--- src/rtl/core/assert_macros.svh ---
// Assertion macros shared by the game-port register RTL.
`ifndef ASSERT_MACROS_SVH
`define ASSERT_MACROS_SVH

// Same-cycle implication, sampled on clk, quiet during reset.
`define ASSERT_IMPL(label, ante, cons, msg) \
  label: assert property (@(posedge clk) disable iff (rst) (ante) |-> (cons)) \
    else $error(msg);

// Next-cycle implication, sampled on clk, quiet during reset.
`define ASSERT_NEXT(label, ante, cons, msg) \
  label: assert property (@(posedge clk) disable iff (rst) (ante) |=> (cons)) \
    else $error(msg);

`endif

--- src/rtl/core/gpm_pkg.sv ---
// Package: types and constants of the game-port mouse and pot registers.
`timescale 1ns / 1ps
package gpm_pkg;

  typedef enum logic [2:0] {
    OP_MOVE     = 3'd0,
    OP_RD_PORT0 = 3'd1,
    OP_RD_PORT1 = 3'd2,
    OP_TEST_WR  = 3'd3,
    OP_POT_WR   = 3'd4,
    OP_POT_STAT = 3'd5,
    OP_POT_CNT  = 3'd6,
    OP_SAMPLE   = 3'd7
  } op_t;

  typedef enum logic [1:0] {
    CFG_CLAMP_MODE = 2'd0,
    CFG_LIMIT_X    = 2'd1,
    CFG_LIMIT_Y    = 2'd2
  } cfg_idx_t;

  localparam int CFG_IDX_W  = 2;
  localparam int CFG_DATA_W = 16;

  localparam logic [15:0] LIMIT_RESET    = 16'hFFFF;
  localparam logic [7:0]  SAT_POS        = 8'h7F;
  localparam logic [7:0]  SAT_NEG        = 8'h81;
  localparam logic [31:0] DELTA_POS_MAX  = 32'h0000_007F;
  localparam logic [31:0] DELTA_NEG_MIN  = 32'hFFFF_FF81;
  localparam logic [7:0]  CNT_TEST_MASK  = 8'hFC;
  localparam logic [15:0] POT_ODD_MASK   = 16'h5500;
  localparam logic [15:0] POT_EVEN_MASK  = 16'hAA00;
  localparam logic [15:0] POT_CLR_P0B1   = 16'hFBFF;
  localparam logic [15:0] POT_CLR_P0B2   = 16'hFEFF;
  localparam logic [15:0] POT_CLR_P1B1   = 16'hBFFF;
  localparam logic [15:0] POT_CLR_P1B2   = 16'hEFFF;
  localparam logic [15:0] POT_HI_STEP    = 16'h0100;

  typedef struct packed {
    op_t                op;
    logic               axis;
    logic signed [15:0] move_amount;
    logic               is_absolute;
    logic [15:0]        write_value;
    logic [15:0]        port0_dir;
    logic [2:0]         port0_buttons;
    logic [15:0]        port1_dir;
    logic [2:0]         port1_buttons;
  } item_t;

  // Handoff from execute stage to result register.
  typedef struct packed {
    logic        valid;
    logic [15:0] data;
  } res_word_t;

endpackage

--- src/rtl/core/gpm_if.sv ---
// Interfaces: input word channel and result word channel.
`timescale 1ns / 1ps
interface gpm_in_if;
  logic               valid;
  logic               ready;
  logic [2:0]         op;
  logic               axis;
  logic signed [15:0] move_amount;
  logic               is_absolute;
  logic [15:0]        write_value;
  logic [15:0]        port0_dir;
  logic [2:0]         port0_buttons;
  logic [15:0]        port1_dir;
  logic [2:0]         port1_buttons;

  modport source (output valid, op, axis, move_amount, is_absolute, write_value,
                  port0_dir, port0_buttons, port1_dir, port1_buttons,
                  input ready);
  modport sink (input valid, op, axis, move_amount, is_absolute, write_value,
                port0_dir, port0_buttons, port1_dir, port1_buttons,
                output ready);
endinterface

interface gpm_out_if;
  logic        valid;
  logic        ready;
  logic [15:0] read_data;

  modport source (output valid, read_data, input ready);
  modport sink (input valid, read_data, output ready);
endinterface

--- src/rtl/core/gpm_in_reg.sv ---
// Input register: captures one input word ahead of the execute stage.
`timescale 1ns / 1ps
`include "assert_macros.svh"
module gpm_in_reg (
  input  logic          clk,
  input  logic          rst,
  gpm_in_if.sink        src,
  input  logic          advance,
  output logic          stage_valid,
  output gpm_pkg::item_t stage
);
  import gpm_pkg::*;

  logic load;

  assign src.ready = !stage_valid || advance;
  assign load      = src.valid && src.ready;

  always_ff @(posedge clk) begin
    if (rst) begin
      stage_valid <= 1'b0;
    end else if (src.ready) begin
      stage_valid <= src.valid;
    end
  end

  always_ff @(posedge clk) begin
    if (load) begin
      stage.op            <= op_t'(src.op);
      stage.axis          <= src.axis;
      stage.move_amount   <= src.move_amount;
      stage.is_absolute   <= src.is_absolute;
      stage.write_value   <= src.write_value;
      stage.port0_dir     <= src.port0_dir;
      stage.port0_buttons <= src.port0_buttons;
      stage.port1_dir     <= src.port1_dir;
      stage.port1_buttons <= src.port1_buttons;
    end
  end

  `ASSERT_NEXT(a_stage_hold, stage_valid && !advance, stage_valid && $stable(stage),
               "held input word changed while stalled")

endmodule

--- src/rtl/core/gpm_core.sv ---
// Execute stage: mouse position, counters, pot and joystick registers.
`timescale 1ns / 1ps
`include "assert_macros.svh"
module gpm_core (
  input  logic                           clk,
  input  logic                           rst,
  input  logic                           cfg_we,
  input  logic [gpm_pkg::CFG_IDX_W-1:0]  cfg_index,
  input  logic [gpm_pkg::CFG_DATA_W-1:0] cfg_data,
  input  logic                           fire,
  input  gpm_pkg::item_t                 item,
  output gpm_pkg::res_word_t             res
);
  import gpm_pkg::*;

  logic        clamp_mode;
  logic [15:0] limit_x, limit_y;
  logic [31:0] pos_x, pos_y, sampled_x, sampled_y;
  logic [7:0]  count_x, count_y;
  logic [15:0] pot_control, pot_count;
  logic [15:0] dir0_reg, dir1_reg;
  logic [2:0]  btn0_reg, btn1_reg;

  logic [31:0] amt_ext, pos_sel, sum, clamped, move_new;
  logic [15:0] lim_sel;
  logic [31:0] dx, dy;
  logic [7:0]  sat_x, sat_y, count_x_rd, count_y_rd;
  logic [15:0] rd_port0, pot_stat, pc_lo, pot_count_next;
  logic [15:0] result;

  function automatic logic [7:0] sat_delta(input logic [31:0] d);
    logic [7:0] s;
    if (d[31]) begin
      s = (d < DELTA_NEG_MIN) ? SAT_NEG : d[7:0];
    end else begin
      s = (d > DELTA_POS_MAX) ? SAT_POS : d[7:0];
    end
    return s;
  endfunction

  always_comb begin
    amt_ext = {{16{item.move_amount[15]}}, item.move_amount};
    pos_sel = item.axis ? pos_y : pos_x;
    lim_sel = item.axis ? limit_y : limit_x;
    sum     = pos_sel + amt_ext;
    if (sum[31]) begin
      clamped = '0;
    end else if (sum >= {16'd0, lim_sel}) begin
      clamped = (lim_sel == 16'd0) ? '0 : {16'd0, lim_sel - 16'd1};
    end else begin
      clamped = sum;
    end
    if (clamp_mode) begin
      move_new = item.is_absolute ? amt_ext : clamped;
    end else begin
      move_new = sum;
    end
  end

  always_comb begin
    dx         = pos_x - sampled_x;
    dy         = pos_y - sampled_y;
    sat_x      = sat_delta(dx);
    sat_y      = sat_delta(dy);
    count_x_rd = count_x + sat_x;
    count_y_rd = count_y + sat_y;
    rd_port0   = {count_y_rd, count_x_rd} + dir0_reg;
  end

  always_comb begin
    pot_stat = ((pot_control | (pot_control >> 1)) & POT_ODD_MASK)
             | ((~pot_control & POT_EVEN_MASK) >> 1);
    if (btn0_reg[1]) pot_stat = pot_stat & POT_CLR_P0B1;
    if (btn0_reg[2]) pot_stat = pot_stat & POT_CLR_P0B2;
    if (btn1_reg[1]) pot_stat = pot_stat & POT_CLR_P1B1;
    if (btn1_reg[2]) pot_stat = pot_stat & POT_CLR_P1B2;
    // low byte wraps on its own
    pc_lo = btn0_reg[1] ? {pot_count[15:8], pot_count[7:0] + 8'd1} : pot_count;
    pot_count_next = btn0_reg[2] ? pc_lo + POT_HI_STEP : pc_lo;
  end

  always_comb begin
    case (item.op)
      OP_RD_PORT0: result = rd_port0;
      OP_RD_PORT1: result = dir1_reg;
      OP_POT_STAT: result = pot_stat;
      OP_POT_CNT:  result = pot_count_next;
      default:     result = '0;
    endcase
  end

  assign res.valid = fire;
  assign res.data  = result;

  always_ff @(posedge clk) begin
    if (rst) begin
      clamp_mode  <= 1'b0;
      limit_x     <= LIMIT_RESET;
      limit_y     <= LIMIT_RESET;
      pos_x       <= '0;
      pos_y       <= '0;
      sampled_x   <= '0;
      sampled_y   <= '0;
      count_x     <= '0;
      count_y     <= '0;
      pot_control <= '0;
      pot_count   <= '0;
      dir0_reg    <= '0;
      dir1_reg    <= '0;
      btn0_reg    <= '0;
      btn1_reg    <= '0;
    end else if (cfg_we) begin
      case (cfg_idx_t'(cfg_index))
        CFG_CLAMP_MODE: clamp_mode <= cfg_data[0];
        CFG_LIMIT_X:    limit_x    <= cfg_data;
        CFG_LIMIT_Y:    limit_y    <= cfg_data;
        default: ;
      endcase
    end else if (fire) begin
      case (item.op)
        OP_MOVE: begin
          if (item.axis) pos_y <= move_new;
          else           pos_x <= move_new;
        end
        OP_RD_PORT0: begin
          count_x   <= count_x_rd;
          count_y   <= count_y_rd;
          sampled_x <= pos_x;
          sampled_y <= pos_y;
        end
        OP_TEST_WR: begin
          count_x <= (count_x & ~CNT_TEST_MASK) | (item.write_value[7:0] & CNT_TEST_MASK);
          count_y <= (count_y & ~CNT_TEST_MASK) | (item.write_value[15:8] & CNT_TEST_MASK);
        end
        OP_POT_WR:  pot_control <= item.write_value;
        OP_POT_CNT: pot_count   <= pot_count_next;
        OP_SAMPLE: begin
          dir0_reg <= item.port0_dir;
          btn0_reg <= item.port0_buttons;
          dir1_reg <= item.port1_dir;
          btn1_reg <= item.port1_buttons;
        end
        default: ;
      endcase
    end
  end

  `ASSERT_NEXT(a_test_wr, fire && item.op == OP_TEST_WR,
               count_x[7:2] == $past(item.write_value[7:2]) &&
               count_y[7:2] == $past(item.write_value[15:10]),
               "test write did not set counter high bits")
  `ASSERT_IMPL(a_rd_port1, fire && item.op == OP_RD_PORT1, res.data == dir1_reg,
               "port 1 read does not return direction word")
  `ASSERT_NEXT(a_sample_sync, fire && item.op == OP_RD_PORT0,
               sampled_x == pos_x && sampled_y == pos_y,
               "sampled position not taken on port 0 read")

endmodule

--- src/rtl/core/gpm_out_reg.sv ---
// Result register: holds one result word until the sink takes it.
`timescale 1ns / 1ps
`include "assert_macros.svh"
module gpm_out_reg (
  input  logic               clk,
  input  logic               rst,
  input  gpm_pkg::res_word_t res,
  gpm_out_if.source          dst,
  output logic               free
);
  import gpm_pkg::*;

  assign free = !dst.valid || dst.ready;

  always_ff @(posedge clk) begin
    if (rst) begin
      dst.valid <= 1'b0;
    end else if (free) begin
      dst.valid <= res.valid;
    end
  end

  always_ff @(posedge clk) begin
    if (res.valid && free) begin
      dst.read_data <= res.data;
    end
  end

  `ASSERT_IMPL(a_no_overwrite, res.valid, free,
               "result word arrived while result register is blocked")

endmodule

--- src/rtl/core/game_port_mouse_pot_registers.sv ---
// Top level: game-port mouse and pot register block.
`timescale 1ns / 1ps
// Takes one input word per cycle unless the result side stalls, and returns
// exactly one result word for each. The word is registered at acceptance and
// executed against the register state once the result register is free; its
// result word is loaded into the output register as the word executes.
// Throughput is set by the single execute stage and is one word per clock as
// long as results are taken; a stalled result register holds the input side
// after one more word. Configuration writes take effect at the write edge and
// are meant for idle periods.
module game_port_mouse_pot_registers (
  input  logic                           clk,
  input  logic                           rst,
  input  logic                           cfg_we,
  input  logic [gpm_pkg::CFG_IDX_W-1:0]  cfg_index,
  input  logic [gpm_pkg::CFG_DATA_W-1:0] cfg_data,
  gpm_in_if.sink                         items,
  gpm_out_if.source                      results
);
  import gpm_pkg::*;

  logic      advance;
  logic      stage_valid;
  item_t     stage;
  res_word_t res;

  gpm_in_reg u_in_reg (
    .clk         (clk),
    .rst         (rst),
    .src         (items),
    .advance     (advance),
    .stage_valid (stage_valid),
    .stage       (stage)
  );

  gpm_core u_core (
    .clk       (clk),
    .rst       (rst),
    .cfg_we    (cfg_we),
    .cfg_index (cfg_index),
    .cfg_data  (cfg_data),
    .fire      (stage_valid && advance),
    .item      (stage),
    .res       (res)
  );

  gpm_out_reg u_out_reg (
    .clk  (clk),
    .rst  (rst),
    .res  (res),
    .dst  (results),
    .free (advance)
  );

endmodule

--- src/flat_wrapper.sv ---
// flat-port wrapper written by rule: the top's interface ports become plain ports
module game_port_mouse_pot_registers_flat import gpm_pkg::*;
  (clk, rst, cfg_we, cfg_index, cfg_data, items_valid, items_op, items_axis, items_move_amount, items_is_absolute, items_write_value, items_port0_dir, items_port0_buttons, items_port1_dir, items_port1_buttons, items_ready, results_valid, results_read_data, results_ready);
  gpm_in_if items_i ();
  gpm_out_if results_i ();
  input  logic clk;
  input  logic rst;
  input  logic cfg_we;
  input  logic [gpm_pkg::CFG_IDX_W-1:0] cfg_index;
  input  logic [gpm_pkg::CFG_DATA_W-1:0] cfg_data;
  input wire logic [$bits(items_i.valid)-1:0] items_valid;
  input wire logic [$bits(items_i.op)-1:0] items_op;
  input wire logic [$bits(items_i.axis)-1:0] items_axis;
  input wire logic [$bits(items_i.move_amount)-1:0] items_move_amount;
  input wire logic [$bits(items_i.is_absolute)-1:0] items_is_absolute;
  input wire logic [$bits(items_i.write_value)-1:0] items_write_value;
  input wire logic [$bits(items_i.port0_dir)-1:0] items_port0_dir;
  input wire logic [$bits(items_i.port0_buttons)-1:0] items_port0_buttons;
  input wire logic [$bits(items_i.port1_dir)-1:0] items_port1_dir;
  input wire logic [$bits(items_i.port1_buttons)-1:0] items_port1_buttons;
  output wire logic [$bits(items_i.ready)-1:0] items_ready;
  output wire logic [$bits(results_i.valid)-1:0] results_valid;
  output wire logic [$bits(results_i.read_data)-1:0] results_read_data;
  input wire logic [$bits(results_i.ready)-1:0] results_ready;
  assign items_i.valid = items_valid;
  assign items_i.op = items_op;
  assign items_i.axis = items_axis;
  assign items_i.move_amount = items_move_amount;
  assign items_i.is_absolute = items_is_absolute;
  assign items_i.write_value = items_write_value;
  assign items_i.port0_dir = items_port0_dir;
  assign items_i.port0_buttons = items_port0_buttons;
  assign items_i.port1_dir = items_port1_dir;
  assign items_i.port1_buttons = items_port1_buttons;
  assign items_ready = items_i.ready;
  assign results_valid = results_i.valid;
  assign results_read_data = results_i.read_data;
  assign results_i.ready = results_ready;
  game_port_mouse_pot_registers u_core (.clk(clk), .rst(rst), .cfg_we(cfg_we), .cfg_index(cfg_index), .cfg_data(cfg_data), .items(items_i), .results(results_i));
endmodule
--- config.mk ---
export PLATFORM = sky130hd
export DESIGN_NAME = game_port_mouse_pot_registers_flat
export DESIGN_NICKNAME = d
export VERILOG_FILES = /design/src/rtl/core/gpm_pkg.sv /design/src/rtl/core/gpm_if.sv /design/src/rtl/core/gpm_in_reg.sv /design/src/rtl/core/gpm_core.sv /design/src/rtl/core/gpm_out_reg.sv /design/src/rtl/core/game_port_mouse_pot_registers.sv /design/src/flat_wrapper.sv
export VERILOG_INCLUDE_DIRS = /design/src /design/src/rtl/core
export SDC_FILE = /design/constraint.sdc
export NUM_CORES = 1
export LEC_CHECK = 0
export BUFFER_PORTS_ARGS = -buffer_cell sky130_fd_sc_hd__buf_4
export CAP_MARGIN = 20
export CELL_PAD_IN_SITES_DETAIL_PLACEMENT = 1
export CELL_PAD_IN_SITES_GLOBAL_PLACEMENT = 2
export CORE_ASPECT_RATIO = 0.5
export CORE_UTILIZATION = 38
export CTS_CLUSTER_SIZE = 14
export DETAILED_ROUTE_END_ITERATION = 12
export PLACE_DENSITY = 0.83
export REMOVE_ABC_BUFFERS = 1
export SETUP_SLACK_MARGIN = 0.02
export SYNTH_ARGS = -nofsm -noshare
export SYNTH_HDL_FRONTEND = slang
export SYNTH_HIERARCHICAL = 1
export SYNTH_SLANG_ARGS = --single-unit
--- constraint.sdc ---
create_clock -name clk -period 7.8 [get_ports clk]
set_input_delay 1.56 -clock clk [delete_from_list [all_inputs] [get_ports clk]]
set_output_delay 1.56 -clock clk [all_outputs]
set_load 0.01 [all_outputs]
==> results.json, run 1 <==
{
  "fin_area_mm2": 0.0237,
  "critPathSlowestCell": "or3_1",
  "yosysWarnings": 6,
  "rrSetupSlack_ns": 0.44,
  "hp-start": "u_core/u_core/sampled_x[13]$_SDFFE_PP0P_",
  "die_width_um": 331,
  "p_leak_uw": 0.00939,
  "arrival_ns": 7.63,
  "regArea_mm2": 0.00718,
  "maxSlewViolCount": 0,
  "drive_above_1_share_pct": 12.6,
  "grt_max_degree": 88,
  "path_max_fanout": 6,
  "multi_input_area_mm2": 0.0126,
  "clock_skew_ns": 0.0242,
  "diodes": 0,
  "slowest_delay_ns": 0.39,
  "grt_antenna_before_repair": 0,
  "crit_required_ns": 8.08,
  "cap_violations": 0,
  "cts_tree": "built",
  "run_status": "completed",
  "drt_iter0_markers": 1048,
  "setup_viol": 0,
  "startpoint_type": "flop",
  "clk_latency_ns": 0.54,
  "syn_inst": 2519,
  "syn-cell-area_mm2": 0.0206,
  "cts_buffer_depth": 3,
  "crit_type": "reg -> reg",
  "grt_pass1_wl_um": 106000,
  "gp_congestion": 0.854,
  "grt_usage_pct": 23.9,
  "start_util_pct": 39.1,
  "port_buffers": 109,
  "dp_hpwl_um": 50600,
  "period_needed_ns": 7.36,
  "holdCritPathClass": "reg -> reg",
  "syn_to_final_growth_pct": 14.9,
  "viasPerCell": 5.55,
  "grt_pass1_vias": 18800,
  "wl_um": 66400,
  "dieHeight_um": 167,
  "drc": 0,
  "drt_pass1_iterations": 7,
  "finalCritPeriodShare_pct": 94.3,
  "largest_reg_flops": 69,
  "dpl_cell_area_mm2": 0.0224,
  "worst_pin_slew_ns": 1.06,
  "final_nets": 2861,
  "clock.fmax_ghz": 0.136,
  "filler_cell_count": 6313,
  "r2r_end": "u_core/u_out_reg/dst.read_data[15]$_DFFE_PP_",
  "vdd_drop_max_v": 0.000145,
  "cts_buffers": 34,
  "core_mm2": 0.0528,
  "vias": 18500,
  "root_buffer": "clkbuf_16",
  "path_clk_slew_ns": 0.06,
  "avgSynthCellArea_um2": 8.19,
  "wl_per_cell_um": 19.9,
  "cpMostUsedCell": "a21oi_2",
  "die_area_mm2": 0.0553,
  "worstHoldEndpoint": "u_core/u_core/sampled_x[13]$_SDFFE_PP0P_",
  "largest_register": "u_core/u_in_reg/stage",
  "cts_hold_buf": 0,
  "hold_viol_final": 0,
  "power.density_mw_per_mm2": 180,
  "core.rowCount": 59,
  "whs_path_depth": 2,
  "end_kind": "flop",
  "max_slew_margin_pct": 29.4,
  "htree_levels": 2,
  "stdcell_count": 3337,
  "reg2reg_from": "u_core/u_core/pos_x[0]$_SDFFE_PP0P_",
  "placed_cells": 3274,
  "ant_nets": 0,
  "cts_sinks": 316,
  "rr_worst_depth": 38,
  "grt-ovfl-total": 0,
  "finalSetupTns_ns": 0,
  "io_pins": 116
}
-- critical path, delay by kind of cell (launching register included) --
family,cells,cell delay (ns)
AO/OA/AOI/OAI,14,2.31
XOR/XNOR,4,0.83
adder cells (fa/ha/maj),4,1.06
buffers and inverters,3,0.27
flip-flops,1,0.32
AND/OR/NAND/NOR,13,2.30
-- worst max path at each step --
stage | startpoint | endpoint | slack, ns | depth (start not counted)
CTS | u_core/u_core/pos_x[0]$_SDFFE_PP0P_ | u_core/u_out_reg/dst.read_data[15]$_DFFE_PP_ | 0.09 | 37
global placement | u_core/u_core/pos_x[0]$_SDFFE_PP0P_ | u_core/u_out_reg/dst.read_data[15]$_DFFE_PP_ | 0.06 | 37
detailed placement | u_core/u_core/pos_x[0]$_SDFFE_PP0P_ | u_core/u_out_reg/dst.read_data[15]$_DFFE_PP_ | -0.11 | 37
floorplan | u_core/u_core/pos_x[0]$_SDFFE_PP0P_ | u_core/u_out_reg/dst.read_data[15]$_DFFE_PP_ | 0.65 | 37
finish | u_core/u_core/pos_x[0]$_SDFFE_PP0P_ | u_core/u_out_reg/dst.read_data[15]$_DFFE_PP_ | 0.44 | 38
global route | u_core/u_core/pos_x[0]$_SDFFE_PP0P_ | u_core/u_out_reg/dst.read_data[15]$_DFFE_PP_ | -0.05 | 38
-- layout by cell type, fill, tap and decap left out, types with 27 or more instances in the layout --
master / count
nand2_1: 390
dfxtp_1: 231
a21oi_1: 229
nor2_1: 221
buf_4: 180
ha_1: 145
inv_1: 110
o21ai_0: 105
edfxtp_1: 85
xnor2_1: 72
nor3_1: 66
a211oi_1: 60
xor2_1: 58
nand3_1: 41
nand3b_1: 41
nor2b_1: 39
clkbuf_16: 38
a21o_1: 31
mux2_2: 31
mux2i_1: 30
nand4_1: 27
nand2b_1: 27
-- layout make-up --
class                      instances  area share [%]
sequential                       316            30.3
clock inverter                    14           0.771
timing repair buffer             181            5.75
tap                              701            3.70
multi-input combinational       1966            53.4
inverter                         111            1.76
clock buffer                      48            4.38
-- through the flow --
| stage | hold slack [ns] | utilization (%) | power [uW] | setup WS (ns) |
|---|---|---|---|---|
| after floorplan | 0.427 | - | 2250 | 0.649 |
| after global placement | 0.441 | 42.4 | 2490 | 0.0559 |
| after detailed placement | 0.447 | 42.4 | 2510 | -0.114 |
| after CTS | 0.456 | 44.7 | 4300 | 0.0898 |
| after global routing | 0.473 | 44.9 | 4470 | -0.0496 |
| final | 0.454 | 44.9 | 4270 | 0.443 |
-- per-layer routing --
metal / global-route usage, % / share of wire, % / wire [um]
met1: 34.1 / 51 / 33600
met2: 39.3 / 45 / 29800
met5: 0 / 0 / 0
met4: 3.15 / 0.98 / 650
met3: 3.06 / 3.4 / 2290
-- timing repair --
item,in CTS,in global routing
pin swaps,0,17
setup buffers,0,1
resized for setup,5,27
hold endpoints to repair,0,0
setup endpoints to repair,1,4
-- power breakdown --
part / internal, uW / leakage (uW) / switching (uW)
clock: 1070 / 0.000595 / 715
sequential: 1730 / 0.00269 / 26.8
combinational: 311 / 0.00611 / 425
total: 3110 / 0.00939 / 1170
Note: power is estimated with default switching activity, not from simulation.
==> run 2, diff against run 1 <==
--- a/config.mk
+++ b/config.mk
@@ -11,6 +11,7 @@
 export CELL_PAD_IN_SITES_DETAIL_PLACEMENT = 1
 export CELL_PAD_IN_SITES_GLOBAL_PLACEMENT = 2
 export CORE_ASPECT_RATIO = 0.5
+export CORE_MARGIN = 2
 export CORE_UTILIZATION = 38
 export CTS_CLUSTER_SIZE = 14
 export DETAILED_ROUTE_END_ITERATION = 12
@@ -19,5 +20,4 @@
 export SETUP_SLACK_MARGIN = 0.02
 export SYNTH_ARGS = -nofsm -noshare
 export SYNTH_HDL_FRONTEND = slang
-export SYNTH_HIERARCHICAL = 1
 export SYNTH_SLANG_ARGS = --single-unit
==> run 2 against run 1 <==
Against the previous run: synthesized cell count shrank 2.8%; worst setup slack better by 0.0096 ns; via count down 1.9%; sequential cell count did not move; first-iteration DRC count rose by 3.1%; non-clock buffer count decreased by 16; combinational power down 6.4%; global-route usage down 1.2 points.
==> results.json, run 2 <==
{
  "final_util_pct": 44.3,
  "path_buf_inv": 3,
  "root_buffer": "clkbuf_16",
  "ys_seq_area_share_pct": 35.2,
  "clock_skew_ns": 0.0183,
  "die_area_mm2": 0.0556,
  "core_mm2": 0.0525,
  "slowest_delay_ns": 0.42,
  "filler_cell_count": 6213,
  "path_max_fanout": 5,
  "grt_antenna_before_repair": 0,
  "dieHeight_um": 168,
  "met3_usage_pct": 4.04,
  "hp-start": "u_core.u_core.sampled_y[16]$_SDFFE_PP0P_",
  "cts_buffers": 34,
  "ant_nets": 0,
  "synth.most_common_cell": "nand2_1",
  "path_clk_slew_ns": 0.07,
  "crit_start": "u_core.u_core.pos_x[0]$_SDFFE_PP0P_",
  "multi_input_area_mm2": 0.0123,
  "syn-cell-area_mm2": 0.0204,
  "yosysWarnings": 0,
  "final_common_cell": "nand2_1",
  "io_pins": 116,
  "largest_register": "u_core.u_in_reg.stage",
  "setup_viol": 0,
  "avgSynthCellArea_um2": 8.32,
  "crit_required_ns": 8.08,
  "p_clk_share_pct": 41.9,
  "netlist.top_cell.by_area": "dfxtp_1",
  "finalSetupTns_ns": 0,
  "largest_reg_flops": 69,
  "cts_buffer_depth": 3,
  "worst_pin_slew_ns": 1.10,
  "finalCritPeriodShare_pct": 94.2,
  "period_needed_ns": 7.35,
  "start_util_pct": 38.8,
  "ys_top_cells_by_area": "dfxtp_1 23%, edfxtp_1 13%, ha_1 8.9%",
  "wl_per_cell_um": 19.5,
  "holdCritPathClass": "reg -> reg",
  "cap_violations": 0,
  "maxSlewViolCount": 0,
  "vias": 18200,
  "htree_levels": 2,
  "grt_max_degree": 89,
  "power_frac_seq_pct": 41.7,
  "grt_pass1_wl_um": 101000,
  "port_buffers": 109,
  "startpoint_type": "flop",
  "grt-ovfl-total": 0,
  "power.density_mw_per_mm2": 181,
  "grt_pass1_vias": 18000,
  "hold_viol_final": 0,
  "cts_sinks": 316,
  "netlist.area_leader.share_pct": 22.7,
  "synth_edf_count": 85,
  "dp_hpwl_um": 48100,
  "grt_usage_pct": 22.6,
  "gr-usage-met2_pct": 35.2,
  "drc": 0,
  "synth_commonest_cells": "412 x nand2_1, 232 x a21oi_1, 231 x dfxtp_1",
  "crit_family": "compound AO/OA/AOI/OAI gates",
  "viasPerCell": 5.57,
  "syn_to_final_growth_pct": 14.2,
  "power_frac_comb_pct": 16.4,
  "switching_share_pct": 27.8,
  "clock.fmax_ghz": 0.136,
  "vdd_drop_max_v": 0.000118,
  "final_cell_mix": "411 x nand2_1, 231 x dfxtp_1, 228 x a21oi_1",
  "p_leak_uw": 0.00933,
  "end_kind": "flop",
  "clk_latency_ns": 0.55,
  "diodes": 0,
  "synthArstFlopShare_pct": 0,
  "syn_inst": 2448,
  "gp_congestion": 0.862,
  "final_nets": 2780,
  "regArea_mm2": 0.00718,
  "max_slew_margin_pct": 26.6,
  "gr-usage-met1_pct": 32.8,
  "drt_pass1_iterations": 5,
  "run_status": "completed",
  "p_sw_uw": 1170,
  "synth_flop_cell": "dfxtp_1",
  "die_width_um": 331,
  "ys_types": 82,
  "drive_above_1_share_pct": 11.8,
  "critPathSlowestCell": "fa_1",
  "arrival_ns": 7.63,
  "drt_iter0_markers": 1080,
  "cts_hold_buf": 0,
  "wl_um": 63500,
  "crit_type": "reg -> reg",
  "top_usage_layer": "met2",
  "reg2reg_from": "u_core.u_core.pos_x[0]$_SDFFE_PP0P_",
  "cts_tree": "built",
  "grt_setup_unrepaired": "true",
  "p_int_uw": 3030,
  "cts_setup_buffers": 0,
  "synth-seq-cells": 316,
  "core.rowCount": 59
}
[run 2: what timing repair did]
action / 4_1_cts / 5_1_grt
setup endpoints to repair: 1 / 6
pin swaps: 0 / 1
endpoints found under the hold margin: 0 / 0
resized for setup: 1 / 13
[run 2: path summary, 6_finish.rpt]
check,slack (ns),to,depth (start not counted)
max,0.45,u_core.u_out_reg.dst.read_data[15]$_SDFFCE_PN0P_,34
min,0.45,u_core.u_core.sampled_y[16]$_SDFFE_PP0P_,2
max reg2reg,0.45,u_core.u_out_reg.dst.read_data[15]$_SDFFCE_PN0P_,34
min reg2reg,0.45,u_core.u_core.sampled_y[16]$_SDFFE_PP0P_,2
[run 2: power by group through the flow]
stage               clock [uW]  sequential, uW  combinational (uW)
floorplan                    0            1790                 425
global placement             0            1790                 662
detailed placement           0            1790                 676
CTS                       1810            1750                 681
global route              1880            1760                 761
finish                    1760            1750                 689
[run 2: worst min-delay path, stage by stage (launching register included)]
cell and delay (ns):
dfxtp_1 0.31, nand2_1 0.05, a21oi_1 0.05
[run 2: cells by family after synthesis]
group / count (synthesis) / share of synthesized area (%)
multiplexers: 54 / 2.84
buffers and inverters: 239 / 4.55
XOR/XNOR: 132 / 5.68
AND/OR/NAND/NOR: 877 / 20.2
flip-flops: 316 / 35.2
adder cells (fa/ha/maj): 151 / 9.50
AO/OA/AOI/OAI: 679 / 22.0
[run 2: through the flow]
stage	area, um2	setup slack (ns)	hold WS [ns]	std cells	power [uW]
after floorplan	19900	1.10	0.427	2330	2210
after global placement	22000	0.0772	0.441	3196	2450
after detailed placement	22000	-0.00420	0.447	3196	2470
after CTS	23200	0.0225	0.456	3258	4250
after global routing	23300	-0.0110	0.476	3258	4400
final	23300	0.452	0.454	3258	4210
[run 2: cell type report]
type,instances,area share [%]
Inverter,121,1.95
Tap cell,701,3.77
Multi-Input combinational cell,1893,53.0
Sequential cell,316,30.8
Clock inverter,19,0.866
Timing Repair Buffer,165,5.34
Clock buffer,43,4.20
[run 2: metal layers]
layer | routed length [um] | vias up
li1 | - | 8937
met5 | 0 | -
met3 | 3000 | 71
met2 | 27300 | 310
met4 | 1040 | 0
met1 | 32100 | 8839
